File: src/design/dsfp_pkg.sv
// shared constants for the decimal string to fixed-point converter
// no dependencies
package dsfp_pkg;

    localparam int DECIMALS = 8;
    localparam int VALUE_W = 64;
    localparam int FRAC_W = $clog2(DECIMALS + 2);

    localparam logic [1:0] PHASE_SPACE = 2'd0;
    localparam logic [1:0] PHASE_SIGN = 2'd1;
    localparam logic [1:0] PHASE_DIGITS = 2'd2;
    localparam logic [1:0] PHASE_STOP = 2'd3;

    localparam logic [7:0] CHAR_DOT = 8'h2E;
    localparam logic [7:0] CHAR_ZERO = 8'h30;
    localparam logic [7:0] CHAR_NINE = 8'h39;
    localparam logic [7:0] CHAR_PLUS = 8'h2B;
    localparam logic [7:0] CHAR_MINUS = 8'h2D;
    localparam logic [7:0] CHAR_SPACE = 8'h20;
    localparam logic [7:0] CHAR_TAB = 8'h09;
    localparam logic [7:0] CHAR_CR = 8'h0D;

    typedef struct packed {
        logic [VALUE_W-1:0] acc;
        logic sat;
    } acc_state_t;

endpackage

File: src/design/dsfp_mac10.sv
// shared multiply-by-ten-and-add unit with saturation on overflow
// depends on dsfp_pkg
module dsfp_mac10 (
    input  dsfp_pkg::acc_state_t state_in,
    input  logic [3:0]           digit,
    output dsfp_pkg::acc_state_t state_out
);
    import dsfp_pkg::*;

    logic [VALUE_W+3:0] wide;
    logic [VALUE_W+3:0] prod;
    logic               ovf;

    always_comb
    begin
        wide = {4'b0000, state_in.acc};
        prod = (wide << 3) + (wide << 1) + {{VALUE_W{1'b0}}, digit};
        ovf = |prod[VALUE_W+3:VALUE_W];
        if (state_in.sat)
        begin
            state_out = state_in;
        end
        else if (ovf)
        begin
            state_out.acc = {VALUE_W{1'b1}};
            state_out.sat = 1'b1;
        end
        else
        begin
            state_out.acc = prod[VALUE_W-1:0];
            state_out.sat = 1'b0;
        end
    end

endmodule

File: src/design/decimal_string_to_fixed_point_top.sv
// non-final characters are accepted one per cycle; after the final character the pad
// state shifts in one padding zero per cycle through the shared x10 unit, then the
// finish state loads the output register; pad = DECIMALS minus fraction characters
// (zero once the parse has stopped); in_ready is low until the result is loaded,
// which also waits while an earlier word is stalled on the output
// rst_n is asynchronous active low and clears all control and scan state
module decimal_string_to_fixed_point_top (
    input  logic                          clk,
    input  logic                          rst_n,
    input  logic                          in_valid,
    output logic                          in_ready,
    input  logic [7:0]                    text_byte,
    input  logic                          last_byte,
    output logic                          out_valid,
    input  logic                          out_ready,
    output logic [dsfp_pkg::VALUE_W-1:0]  scaled_value,
    output logic                          well_formed,
    output logic                          overflowed
);
    import dsfp_pkg::*;

    localparam logic [1:0] ST_SCAN = 2'd0;
    localparam logic [1:0] ST_PAD = 2'd1;
    localparam logic [1:0] ST_FIN = 2'd2;

    localparam logic [FRAC_W-1:0] DEC_F = FRAC_W'(DECIMALS);
    localparam logic [FRAC_W-1:0] ONE_F = FRAC_W'(1);

    logic [1:0]        state_reg, state_next;
    acc_state_t        acc_reg, acc_next;
    logic [1:0]        phase_reg, phase_next;
    logic              point_reg, point_next;
    logic [FRAC_W-1:0] frac_reg, frac_next;
    logic              minus_reg, minus_next;
    logic [FRAC_W-1:0] pad_reg, pad_next;

    logic                out_valid_reg, out_valid_next;
    logic [VALUE_W-1:0]  value_reg;
    logic                good_reg;
    logic                ovf_reg;

    acc_state_t unit_out;
    logic [3:0] unit_digit;
    logic       is_digit;
    logic       is_space;
    logic       accept;
    logic       load_out;
    logic [FRAC_W-1:0] pad_calc;

    dsfp_mac10 u_mac10 (
        .state_in  (acc_reg),
        .digit     (unit_digit),
        .state_out (unit_out)
    );

    assign in_ready = (state_reg == ST_SCAN);
    assign accept = in_valid && in_ready;
    assign load_out = (state_reg == ST_FIN) && (!out_valid_reg || out_ready);

    always_comb
    begin
        is_digit = (text_byte >= CHAR_ZERO) && (text_byte <= CHAR_NINE);
        is_space = (text_byte == CHAR_SPACE)
                   || ((text_byte >= CHAR_TAB) && (text_byte <= CHAR_CR));
        unit_digit = (state_reg == ST_SCAN) ? text_byte[3:0] : 4'd0;

        state_next = state_reg;
        acc_next = acc_reg;
        phase_next = phase_reg;
        point_next = point_reg;
        frac_next = frac_reg;
        minus_next = minus_reg;
        pad_next = pad_reg;
        pad_calc = '0;

        case (state_reg)
            ST_SCAN:
            begin
                if (accept)
                begin
                    if (!point_reg && (text_byte == CHAR_DOT))
                    begin
                        point_next = 1'b1;
                    end
                    else
                    begin
                        if (point_reg && (frac_reg <= DEC_F))
                        begin
                            frac_next = frac_reg + ONE_F;
                        end
                        if (phase_reg != PHASE_STOP)
                        begin
                            if (is_digit)
                            begin
                                phase_next = PHASE_DIGITS;
                                acc_next = unit_out;
                            end
                            else if ((phase_reg == PHASE_SPACE) && is_space)
                            begin
                                phase_next = phase_reg;
                            end
                            else if ((phase_reg == PHASE_SPACE)
                                     && ((text_byte == CHAR_PLUS)
                                         || (text_byte == CHAR_MINUS)))
                            begin
                                minus_next = (text_byte == CHAR_MINUS);
                                phase_next = PHASE_SIGN;
                            end
                            else
                            begin
                                phase_next = PHASE_STOP;
                            end
                        end
                    end
                    if (last_byte)
                    begin
                        if (!point_next)
                        begin
                            pad_calc = DEC_F;
                        end
                        else if (frac_next < DEC_F)
                        begin
                            pad_calc = DEC_F - frac_next;
                        end
                        pad_next = pad_calc;
                        if ((phase_next == PHASE_STOP) || (pad_calc == '0))
                        begin
                            state_next = ST_FIN;
                        end
                        else
                        begin
                            state_next = ST_PAD;
                        end
                    end
                end
            end
            ST_PAD:
            begin
                acc_next = unit_out;
                pad_next = pad_reg - ONE_F;
                if (pad_reg == ONE_F)
                begin
                    state_next = ST_FIN;
                end
            end
            ST_FIN:
            begin
                if (load_out)
                begin
                    state_next = ST_SCAN;
                    acc_next = '0;
                    phase_next = PHASE_SPACE;
                    point_next = 1'b0;
                    frac_next = '0;
                    minus_next = 1'b0;
                end
            end
            default:
            begin
                state_next = ST_SCAN;
            end
        endcase

        out_valid_next = out_valid_reg;
        if (load_out)
        begin
            out_valid_next = 1'b1;
        end
        else if (out_ready)
        begin
            out_valid_next = 1'b0;
        end
    end

    always_ff @(posedge clk or negedge rst_n)
    begin
        if (!rst_n)
        begin
            state_reg <= ST_SCAN;
            acc_reg <= '0;
            phase_reg <= PHASE_SPACE;
            point_reg <= 1'b0;
            frac_reg <= '0;
            minus_reg <= 1'b0;
            pad_reg <= '0;
            out_valid_reg <= 1'b0;
        end
        else
        begin
            state_reg <= state_next;
            acc_reg <= acc_next;
            phase_reg <= phase_next;
            point_reg <= point_next;
            frac_reg <= frac_next;
            minus_reg <= minus_next;
            pad_reg <= pad_next;
            out_valid_reg <= out_valid_next;
        end
    end

    always_ff @(posedge clk)
    begin
        if (load_out)
        begin
            if (acc_reg.sat)
            begin
                value_reg <= {VALUE_W{1'b1}};
            end
            else if (minus_reg)
            begin
                value_reg <= {VALUE_W{1'b0}} - acc_reg.acc;
            end
            else
            begin
                value_reg <= acc_reg.acc;
            end
            good_reg <= !point_reg || (frac_reg <= DEC_F);
            ovf_reg <= acc_reg.sat;
        end
    end

    assign out_valid = out_valid_reg;
    assign scaled_value = value_reg;
    assign well_formed = good_reg;
    assign overflowed = ovf_reg;

endmodule

File: config.mk
export PLATFORM = sky130hd
export DESIGN_NAME = decimal_string_to_fixed_point_top
export DESIGN_NICKNAME = d
export VERILOG_FILES = /design/src/design/dsfp_pkg.sv /design/src/design/dsfp_mac10.sv /design/src/design/decimal_string_to_fixed_point_top.sv
export SDC_FILE = /design/constraint.sdc
export NUM_CORES = 1
export LEC_CHECK = 0
export CORE_AREA = 2 2 112 222
export CTS_BUF_LIST = sky130_fd_sc_hd__clkbuf_8
export CTS_CLUSTER_DIAMETER = 40
export DETAILED_ROUTE_END_ITERATION = 6
export DIE_AREA = 0 0 114 224
export DONT_BUFFER_PORTS = 1
export PLACE_DENSITY_LB_ADDON = 0.05
export SLEW_MARGIN = 25
export SYNTH_ARGS = -nofsm -noshare
export SYNTH_HDL_FRONTEND = slang
export SYNTH_SLANG_ARGS = --single-unit
export TNS_END_PERCENT = 20
File: constraint.sdc
create_clock -name clk -period 6.55 [get_ports clk]
set_clock_uncertainty 0.15 [all_clocks]
set_input_delay 0.655 -clock clk [delete_from_list [all_inputs] [get_ports clk]]
set_output_delay 0.655 -clock clk [all_outputs]
set_load 0.05 [all_outputs]
==> impl_metrics.yaml, run 1 <==
run_status:
  run_status: "finished, final reports clean"
power:
  switching_power_mw: 1.819
  clockPowerShare_pct: 18.4
  leakagePower_nw: 6.042
  sw_frac_of_total_pct: 47.67
  vdd_drop_max_v: 0.0002932
  power.sequential.fraction_pct: 38.2
  power.density_mw_per_mm2: 308.1
  share_comb_of_total_power_pct: 43.3
  internal-power_mw: 1.997
timing:
  slew_violations: 0
  finalHoldViolCount: 0
  finalSetupViolCount: 0
  max_clock_freq_mhz: 184.5
  period_minus_slack_ns: 5.419
  worst_pin_slew_ns: 0.8991
  setup-tns-final_ns: 0
  worst_slew_margin_rel_pct: 40.06
  rsz0062_at_grt: "no"
  final_min_period_over_clock_period_pct: 82.73
clock_tree:
  worst_skew_pair.late_latency_ns: 0.49
  clock_sinks: 146
  clock_pin_slew_on_the_worst_setup_and_hold_paths_ns: 0.08
  postCtsSetupRepairBufs: 0
  cts_tree: "yes"
  post_cts_hold_buffer_count: 2
  clk_path_buf_depth: 2
  post_cts_resize_count: 0
  cts_made_buffers: 17
  ctsRootBufferMaster: "clkbuf_8"
  htree_levels: 4
worst_setup_path:
  r2r_slack_ns: 1.13
  cell_with_the_biggest_individual_delay_on_the_critical_path: "a21boi_4"
  timing.setup.critical_path_class: "reg2reg"
  cp-start-kind: "flop"
  path_depth: 16
  setup.worst_path.end_class: "flop"
  r2r_end: "acc_reg[32]"
  worst-r2r-cell-count: 16
  r2r_start: "state_reg[0]"
  timing.critical_path.buf_inv: 2
  critical_path_peak_fanout: 39
  cp_cell_sequence: "nor2_1 > and2_1 > fa_1 > inv_1 > fa_1 > nand2b_1 > a21oi_1 > o21ai_0 > nand2b_1 > a311oi_1 > o21a_1 > o41ai_1 > xnor2_1 > a21boi_4 > buf_12 > a221o_1"
  worst-endpoint-required_ns: 6.81
  cp_peak_stage_delay_ns: 0.68
  worstPathArrival_ns: 5.68
  critical_path.top_delay_family: "compound AO/OA/AOI/OAI gates"
yosys:
  synthTopCellsByArea: "dfrtp_1, edfxtp_1, ha_1, xor2_1, a221o_1"
  synth_fp_nets: 1438
  synth_area_mm2: 0.01174
  synthesis.yosys.warnings: 0
  yosys.cell_count.top_type: "nand2_1"
  synthesis.instances: 1290
  ys_types: 67
  synth_seq_cells: 146
  syn_avg_cell_area_um2: 9.098
  post-synth-top-area-cell: "dfrtp_1"
  synth_enable_flop_cells: 66
  synthArstFlopShare_pct: 54.79
  netlist_top_cells_count: "nand2_1, ha_1, a21oi_1"
  ys_dominant_reg_cell: "dfrtp_1"
  fraction_of_synthesized_cell_area_taken_by_the_top_area_cell_type_pct: 17.06
  post_synthesis_sequential_area_ratio_pct: 33.94
detailed_routing:
  wl_per_cell_um: 21.62
  drt-pass1-iter-count: 4
  dr_total_vias: 9919
  drc_errors: 0
  drtAntennaViolNets: 0
  finalWirelength_um: 33580
  drt_iter0_markers: 626
  via_per_inst: 6.387
global_routing:
  grt_start_max_net_pins: 81
  grtUsageTotal_pct: 27.16
  gr-total-overflow: 0
  wire_length_of_the_first_global_routing_pass_um: 54410
  antenna_found_initial: 0
  first_global_vias: 10136
worst_hold_path:
  hp-class: "in2reg"
  hold-path-endpoint: "acc_reg[1]"
  hold_path.startpoint: "text_byte[0]"
  hold_path_stages: 2
placed_design:
  portBuffers: 0
  dp.cells: 1518
  detailedPlacementHpwl_um: 25410
  gp_congestion: 0.9321
floorplan:
  initial_core_util_pct: 49.26
  ios: 81
  num_rows: 80
  floorplan.die.width_um: 114
  die_y_um: 224
  dieArea_mm2: 0.02554
  core_area_mm2: 0.02382
final_layout:
  max_ffs_per_register: 65
  final_nets: 1401
  nFillCells: 2266
  ratio_of_cells_with_drive_above_1_in_the_final_layout_pct: 4.976
  multi_input_area_mm2: 0.007385
  insertedDiodeCount: 0
  post_layout_nonfiller_instances: 1553
  area_growth_syn_to_layout_pct: 5.523
  final-seq-area_mm2: 0.003985
flow_run:
  timing.max_cap.violations: 0
how the worst max path moves through the flow:
stage / from / end / slack, ns
floorplan: state_reg[1] / acc_reg[54] / 1.82
global placement: state_reg[0] / acc_reg[39] / 1.34
detailed placement: state_reg[0] / acc_reg[14] / 1.20
CTS: state_reg[0] / acc_reg[35] / 1.16
global route: state_reg[0] / acc_reg[32] / 0.76
finish: state_reg[0] / acc_reg[32] / 1.13
per-layer routing:
metal	vias up	share of wire (%)	GRT usage (%)
met2	220	56	51.90
li1	4811	-	-
met1	4807	37	28.51
met4	0	4.5	13.10
met5	-	0	0
met3	81	2.3	3.490
cell families (layout without fill, tap and decap cells):
| logic type | count (synthesis) | count (layout) | share of synthesized area, % |
|---|---|---|---|
| simple gates | 372 | 372 | 15.55 |
| mux | 4 | 4 | 0.3518 |
| buf+inv | 104 | 80 | 3.337 |
| flops | 146 | 146 | 33.94 |
| compound gates | 412 | 412 | 23.56 |
| fa+ha+maj | 135 | 135 | 14.52 |
| xor+xnor | 117 | 117 | 8.731 |
power by group through the flow:
| stage | Sequential (mW) | Combinational (mW) | Clock (mW) |
|---|---|---|---|
| 6_report | 1.46 | 1.65 | 0.703 |
| 5_1_grt | 1.48 | 1.83 | 0.754 |
| 4_1_cts | 1.46 | 1.66 | 0.727 |
| 3_5_place_dp | 1.48 | 1.64 | 0 |
| 3_3_place_gp | 1.48 | 1.64 | 0 |
| 2_1_floorplan | 1.43 | 1.11 | 0 |
stage by stage:
stage / setup WS, ns / total power [mW] / area, um2 / utilization (%) / hold WS [ns]
after floorplan: 1.818 / 2.538 / 11740 / - / 0.2094
after global placement: 1.338 / 3.116 / 11940 / 50.14 / 0.2114
after detailed placement: 1.202 / 3.120 / 11940 / 50.14 / 0.2113
after CTS: 1.160 / 3.850 / 12360 / 51.90 / 0.1561
after global routing: 0.7646 / 4.063 / 12380 / 51.99 / 0.2140
final: 1.131 / 3.816 / 12380 / 51.99 / 0.2103
cells in the final DEF (no fill, tap or decap), types with 4 or more instances in the layout:
cell type	count
o22ai_1	5
nor2_1	57
o21bai_1	9
inv_1	36
nor3_1	26
a21oi_1	119
ha_1	133
o21ai_0	89
xnor2_1	43
nor4_1	9
dfrtp_1	79
or4_1	11
nand3_1	17
or2_2	7
or3_1	10
buf_4	8
and2_1	6
clkbuf_8	19
o31ai_1	23
clkinv_2	5
nand2b_1	12
a21o_1	31
o21a_1	9
nor2b_1	6
o41ai_1	9
nand2_1	151
edfxtp_1	66
a221o_1	63
o211ai_1	10
and3_1	11
o31a_1	4
xor2_1	74
nand4_1	31
a31oi_1	10
cell type report:
| class | instances | share of cell area (%) |
|---|---|---|
| Timing Repair Buffer | 12 | 1.111 |
| Inverter | 36 | 1.091 |
| Clock buffer | 19 | 2.112 |
| Multi-Input combinational cell | 1040 | 59.63 |
| Clock inverter | 13 | 0.9800 |
| Sequential cell | 146 | 32.18 |
| Tap cell | 287 | 2.900 |
(Power assumes the default switching activity.)
==> inputs of run 2 (changes only) <==
- clock period: 6.55 -> 5.2 ns (I/O delays scaled with it)
==> run 2 against run 1 <==
Against the previous run: sequential share of layout area is 0.43 points lower; routed wire length is 1.3% higher; die area stayed put; utilization is 0.70 points higher; largest cell class unchanged; largest power group unchanged.
==> impl_metrics.yaml, run 2 (same netlist as run 1, synthesis figures left out) <==
worst_setup_path:
  timing.setup.critical_path_class: "reg2reg"
  cp_cell_sequence: "nor2_1 > and2_1 > fa_1 > inv_1 > fa_1 > nand2b_1 > a21oi_1 > o21ai_0 > nand2b_1 > a311oi_1 > o21a_1 > o41ai_1 > xnor2_1 > a21boi_4 > buf_6 > a221o_1"
  cp_peak_stage_delay_ns: 0.52
  critical_path.top_delay_family: "compound AO/OA/AOI/OAI gates"
  cell_with_the_biggest_individual_delay_on_the_critical_path: "a21boi_4"
  cp-start-kind: "flop"
  worst-endpoint-required_ns: 5.49
  setup.worst_path.end_class: "flop"
  worstPathArrival_ns: 5.06
  timing.critical_path.buf_inv: 2
  critical_path_peak_fanout: 39
global_routing:
  gr-total-overflow: 0
  wire_length_of_the_first_global_routing_pass_um: 53750
  first_global_vias: 9982
  antenna_found_initial: 0
  grt_start_max_net_pins: 81
  grtUsageTotal_pct: 26.99
timing:
  finalHoldViolCount: 0
  worst_slew_margin_rel_pct: 45.68
  period_minus_slack_ns: 4.771
  fin_hold_ws_ns: 0.04374
  max_clock_freq_mhz: 209.6
  worst_pin_slew_ns: 0.8148
  setup-tns-final_ns: 0
  rsz0062_at_grt: "no"
  slew_violations: 0
  final_min_period_over_clock_period_pct: 91.74
  final.setup.worst_slack_ns: 0.4295
  finalSetupViolCount: 0
floorplan:
  num_rows: 80
  core_area_mm2: 0.02382
  dieArea_mm2: 0.02554
  floorplan.die.width_um: 114
  die_y_um: 224
  ios: 81
  initial_core_util_pct: 49.26
power:
  vdd_drop_max_v: 0.0005668
  leakagePower_nw: 6.124
  power.density_mw_per_mm2: 407.8
  power.total_mw: 5.118
final_layout:
  layout_common_cells: "nand2_1, ha_1, a21oi_1"
  nFillCells: 2273
  ratio_of_cells_with_drive_above_1_in_the_final_layout_pct: 6.240
  layout_commonest_cell: "nand2_1"
  insertedDiodeCount: 0
  final_nets: 1417
  final-seq-area_mm2: 0.003985
  area_growth_syn_to_layout_pct: 6.940
  max_ffs_per_register: 65
  multi_input_area_mm2: 0.007396
  layout.core_utilization_pct: 52.68
clock_tree:
  ctsRootBufferMaster: "clkbuf_8"
  clock_pin_slew_on_the_worst_setup_and_hold_paths_ns: 0.08
  cts_tree: "yes"
  cts_made_buffers: 17
  clock_sinks: 146
  worst_skew_pair.late_latency_ns: 0.51
  clk_path_buf_depth: 2
  htree_levels: 4
placed_design:
  dpl_worst_slack_ns: 0.1671
  portBuffers: 0
  detailedPlacementHpwl_um: 25710
  gp_congestion: 0.9588
detailed_routing:
  drt_iter0_markers: 538
  wl_per_cell_um: 21.69
  drc_errors: 0
  drtAntennaViolNets: 0
  via_per_inst: 6.356
  finalWirelength_um: 34030
  drt-pass1-iter-count: 5
  dr_total_vias: 9973
worst_hold_path:
  hp-class: "in2reg"
flow_run:
  timing.max_cap.violations: 0
run_status:
  run_status: "finished, final reports clean"
## run 2: changes by cell type in the layout (fill, tap and decap cells not counted)
cell and change:
a21boi_2 +1, buf_12 -2, buf_4 +16, buf_6 +1
bufinv_16 +2, clkinv_1 -1, clkinv_2 -5, clkinv_4 +1
clkinvlp_4 +2, inv_6 +1
## run 2: through the flow
stage                     instance area [um2]  instances
final                                   12550       1569
after global routing                    12550       1569
after CTS                               12540       1568
after detailed placement                12050       1534
after global placement                  12050       1534
after floorplan                         11740       1290
## run 2: area by class of cell
type / instances / share of cell area (%)
Timing Repair Buffer: 27 / 1.824
Multi-Input combinational cell: 1041 / 58.93
Inverter: 36 / 1.077
Clock inverter: 13 / 1.475
Clock buffer: 19 / 2.084
Tap cell: 287 / 2.861
Sequential cell: 146 / 31.75
## run 2: final timing paths
kind	to	startpoint	slack (ns)	depth (start not counted)
worst max register to register	acc_reg[39]	state_reg[0]	0.43	16
worst max-delay path	acc_reg[39]	state_reg[0]	0.43	16
min in group asynchronous	point_reg	rst_n	0.42	2
worst min register to register	frac_reg[0]	frac_reg[0]	0.42	1
worst min-delay path	acc_reg[1]	text_byte[0]	0.04	2
max in group asynchronous	acc_reg[30]	rst_n	4.06	2
## run 2: metal layers
layer	up-vias	wire length (um)	global-route usage [%]
li1	4831	-	-
met1	4835	12680	28.61
met2	239	19000	51.50
met3	68	965	4.031
met4	0	1379	11.72
met5	-	0	0
## run 2: worst reg2reg max path: stages, from the launching register on
cell	delay [ns]
dfrtp_1	0.36
nor2_1	0.09
and2_1	0.18
fa_1	0.51
inv_1	0.07
fa_1	0.44
nand2b_1	0.18
a21oi_1	0.34
o21ai_0	0.16
nand2b_1	0.15
a311oi_1	0.13
o21a_1	0.24
o41ai_1	0.33
xnor2_1	0.28
a21boi_4	0.52
buf_6	0.39
a221o_1	0.18
## run 2: report_power, final
group | switching, mW | internal (mW) | leakage, nW
sequential | 0.433 | 1.40 | 1.72
clock | 0.476 | 0.547 | 0.221
combinational | 1.46 | 0.805 | 4.18
## run 2: what timing repair did
action,in CTS,in global routing
endpoints found under the setup margin,0,39
setup buffers,0,0
endpoints found under the hold margin,80,0
hold buffers,2,0
gates resized for setup,0,1
==> inputs of run 3 (changes only) <==
- CORE_AREA: 2 2 112 222 -> 2 2 119 237
- DIE_AREA: 0 0 114 224 -> 0 0 121 239
- SYNTH_HIERARCHICAL: unset -> 1
==> run 3 against run 2 <==
Against the previous run: sequential power fell by 14%; combinational power down 71%; routed wire length up 3.5%; highest routed layer unchanged; largest power group is now registers; area after synthesis rose by 14%; critical path depth grew 2; critical endpoint is now acc_reg[27]; die area rose by 13%; cell area rose by 13%; worst setup slack worse by 0.28 ns.
==> impl_metrics.yaml, run 3 <==
run_status:
  run_status: "finished, final reports clean"
placed_design:
  portBuffers: 0
  detailedPlacementHpwl_um: 25530
  gp_congestion: 0.9048
yosys:
  synth_fp_nets: 1708
  yosys.cell_count.top_type: "nand2_1"
  synth_enable_flop_cells: 66
  fraction_of_synthesized_cell_area_taken_by_the_top_area_cell_type_pct: 14.96
  netlist_top_cells_count: "nand2_1, o21ai_0, ha_1"
  synthTopCellsByArea: "dfrtp_1, edfxtp_1, ha_1, nand2_1, xor2_1"
  ys_dominant_reg_cell: "dfrtp_1"
  synthesis.instances: 1560
  post-synth-top-area-cell: "dfrtp_1"
  syn_avg_cell_area_um2: 8.579
  ys_types: 78
  synth_area_mm2: 0.01338
  synthArstFlopShare_pct: 54.79
  synth_seq_cells: 146
  synthesis.yosys.warnings: 6
  post_synthesis_sequential_area_ratio_pct: 29.77
worst_setup_path:
  r2r_end: "acc_reg[27]"
  timing.setup.critical_path_class: "reg2reg"
  worstPathArrival_ns: 5.23
  critical_path_peak_fanout: 20
  r2r_slack_ns: 0.15
  worst-r2r-cell-count: 18
  setup.worst_path.end_class: "flop"
  cp-start-kind: "flop"
  worst-endpoint-required_ns: 5.39
  cell_with_the_biggest_individual_delay_on_the_critical_path: "fa_1"
  cp_peak_stage_delay_ns: 0.46
  r2r_start: "state_reg[0]"
  cp_cell_sequence: "nor2_4 > and2_4 > fa_1 > ha_4 > a211oi_2 > o211ai_2 > a211oi_2 > o211ai_2 > a211o_1 > a31o_4 > a31o_4 > a2111oi_4 > nand4_1 > buf_6 > clkbuf_16 > a2bb2oi_1 > mux2i_1 > o21ai_0"
worst_hold_path:
  hp-class: "in2reg"
  hold-path-endpoint: "out_valid"
  hold_path_stages: 2
  hold_path.startpoint: "out_ready"
global_routing:
  wire_length_of_the_first_global_routing_pass_um: 57690
  gr-total-overflow: 0
  first_global_vias: 11503
  antenna_found_initial: 1
  grt_start_max_net_pins: 81
  grtUsageTotal_pct: 25.04
detailed_routing:
  finalWirelength_um: 35230
  drtAntennaViolNets: 0
  dr_total_vias: 11414
  top_signal_layer_used: "met4"
  wl_per_cell_um: 18.60
  met3_length_um: 939
  via_per_inst: 6.026
  drt-met1-wl_um: 14480
  drc_errors: 0
  drt_iter0_markers: 542
  wl_met2_um: 18580
  drt-pass1-iter-count: 5
timing:
  slew_violations: 0
  final_min_period_over_clock_period_pct: 97.04
  worst_pin_slew_ns: 0.9745
  finalSetupViolCount: 0
  period_minus_slack_ns: 5.046
  max_clock_freq_mhz: 198.2
  worst_slew_margin_rel_pct: 35.03
  setup-tns-final_ns: 0
  finalHoldViolCount: 0
clock_tree:
  cts_tree: "yes"
  htree_levels: 4
  ctsRootBufferMaster: "clkbuf_8"
  clk_path_buf_depth: 2
  clock_sinks: 146
  cts_made_buffers: 17
  clock_pin_slew_on_the_worst_setup_and_hold_paths_ns: 0.08
  worst_skew_pair.late_latency_ns: 0.50
final_layout:
  layout_commonest_cell: "nand2_1"
  nFillCells: 2597
  ratio_of_cells_with_drive_above_1_in_the_final_layout_pct: 6.230
  final_nets: 1676
  area_growth_syn_to_layout_pct: 6.273
  layout_common_cells: "nand2_1, o21ai_0, ha_1"
  max_ffs_per_register: 65
floorplan:
  initial_core_util_pct: 49.16
  core_area_mm2: 0.02722
  floorplan.die.width_um: 121
  ios: 81
  die_y_um: 239
  dieArea_mm2: 0.02892
  num_rows: 86
flow_run:
  timing.max_cap.violations: 0
power:
  leakagePower_nw: 7.057
  vdd_drop_max_v: 0.0002358
  power.density_mw_per_mm2: 221.7
  power.total_mw: 3.153
==> run 3: cell types whose count changed in the layout (fill, tap and decap cells not counted), moves of 7 or more <==
| cell | before | now |
|---|---|---|
| o21ai_1 | 0 | 14 |
| a21oi_1 | 119 | 109 |
| nand2_1 | 151 | 218 |
| nand2b_1 | 12 | 19 |
| o21bai_1 | 9 | 17 |
| o21ai_0 | 89 | 134 |
| xnor2_1 | 43 | 36 |
| a2bb2oi_1 | 0 | 64 |
| inv_1 | 36 | 99 |
| a221o_1 | 63 | 0 |
| mux2i_1 | 3 | 68 |
==> run 3: power by group <==
group | total [mW] | leakage [nW] | switching (mW) | internal (mW)
clock network | 0.921 | 0.216 | 0.458 | 0.463
registers | 1.58 | 1.73 | 0.265 | 1.31
logic | 0.653 | 5.11 | 0.459 | 0.194
total | 3.15 | 7.06 | 1.18 | 1.97
==> run 3: what timing repair did <==
item / 4_1_cts / 5_1_grt
hold buffers: 3 / 0
setup buffers: 0 / 4
endpoints found under the hold margin: 81 / 0
resized for setup: 0 / 12
endpoints found under the setup margin: 0 / 47
==> run 3: layout make-up <==
class / count / area, um2 / area share (%)
well taps: 352 / 440.4 / 3.097
clock inverters: 15 / 152.6 / 1.073
inverters: 96 / 360.3 / 2.534
diodes: 1 / 2.502 / 0.01759
clock buffers: 17 / 234.0 / 1.645
multi-input cells: 1236 / 8722 / 61.33
flip-flops and latches: 146 / 3988 / 28.04
repair buffers: 31 / 322.8 / 2.270
==> run 3: metal layers <==
metal,global-route usage (%),up-vias
met3,3.101,63
li1,-,5618
met1,28.63,5505
met5,0,-
met4,11.10,0
met2,45.76,228
==> run 3: kinds of logic after synthesis <==
| logic type | after synthesis | synth area share (%) |
|---|---|---|
| AND/OR/NAND/NOR | 451 | 16.27 |
| adder cells (fa/ha/maj) | 135 | 12.73 |
| buffers and inverters | 178 | 5.516 |
| multiplexers | 69 | 5.170 |
| flip-flops | 146 | 29.77 |
| AO/OA/AOI/OAI | 465 | 22.95 |
| XOR/XNOR | 116 | 7.592 |
==> run 3: worst max-delay path, delay by kind of cell (launching register included) <==
family                   cells  cell delay [ns]
flip-flops                   1             0.42
AO/OA/AOI/OAI               10             2.47
AND/OR/NAND/NOR              3             0.58
adder cells (fa/ha/maj)      2             0.70
multiplexers                 1             0.17
buffers and inverters        2             0.38
==> run 3: worst max-delay path by stage <==
stage | slack, ns | startpoint | endpoint
after floorplan | 0.29 | state_reg[0] | acc_reg[50]
after global placement | 0.34 | state_reg[1] | acc_reg[63]
after detailed placement | 0.18 | state_reg[1] | acc_reg[56]
after CTS | 0.14 | state_reg[1] | acc_reg[56]
after global routing | -0.02 | state_reg[0] | acc_reg[12]
final | 0.15 | state_reg[0] | acc_reg[27]
==> run 3: per-stage QoR <==
step | instances | cell area (um2) | hold WS, ns | worst slack (ns) | utilization, %
6_report | 1894 | 14220 | 0.09591 | 0.1540 | 52.24
2_1_floorplan | 1560 | 13390 | 0.07441 | 0.2870 | -
4_1_cts | 1888 | 14110 | 0.04474 | 0.1362 | 51.82
3_5_place_dp | 1853 | 13670 | 0.07690 | 0.1841 | 50.23
5_1_grt | 1894 | 14220 | 0.08228 | -0.01957 | 52.24
3_3_place_gp | 1852 | 13640 | 0.07696 | 0.3399 | 50.11
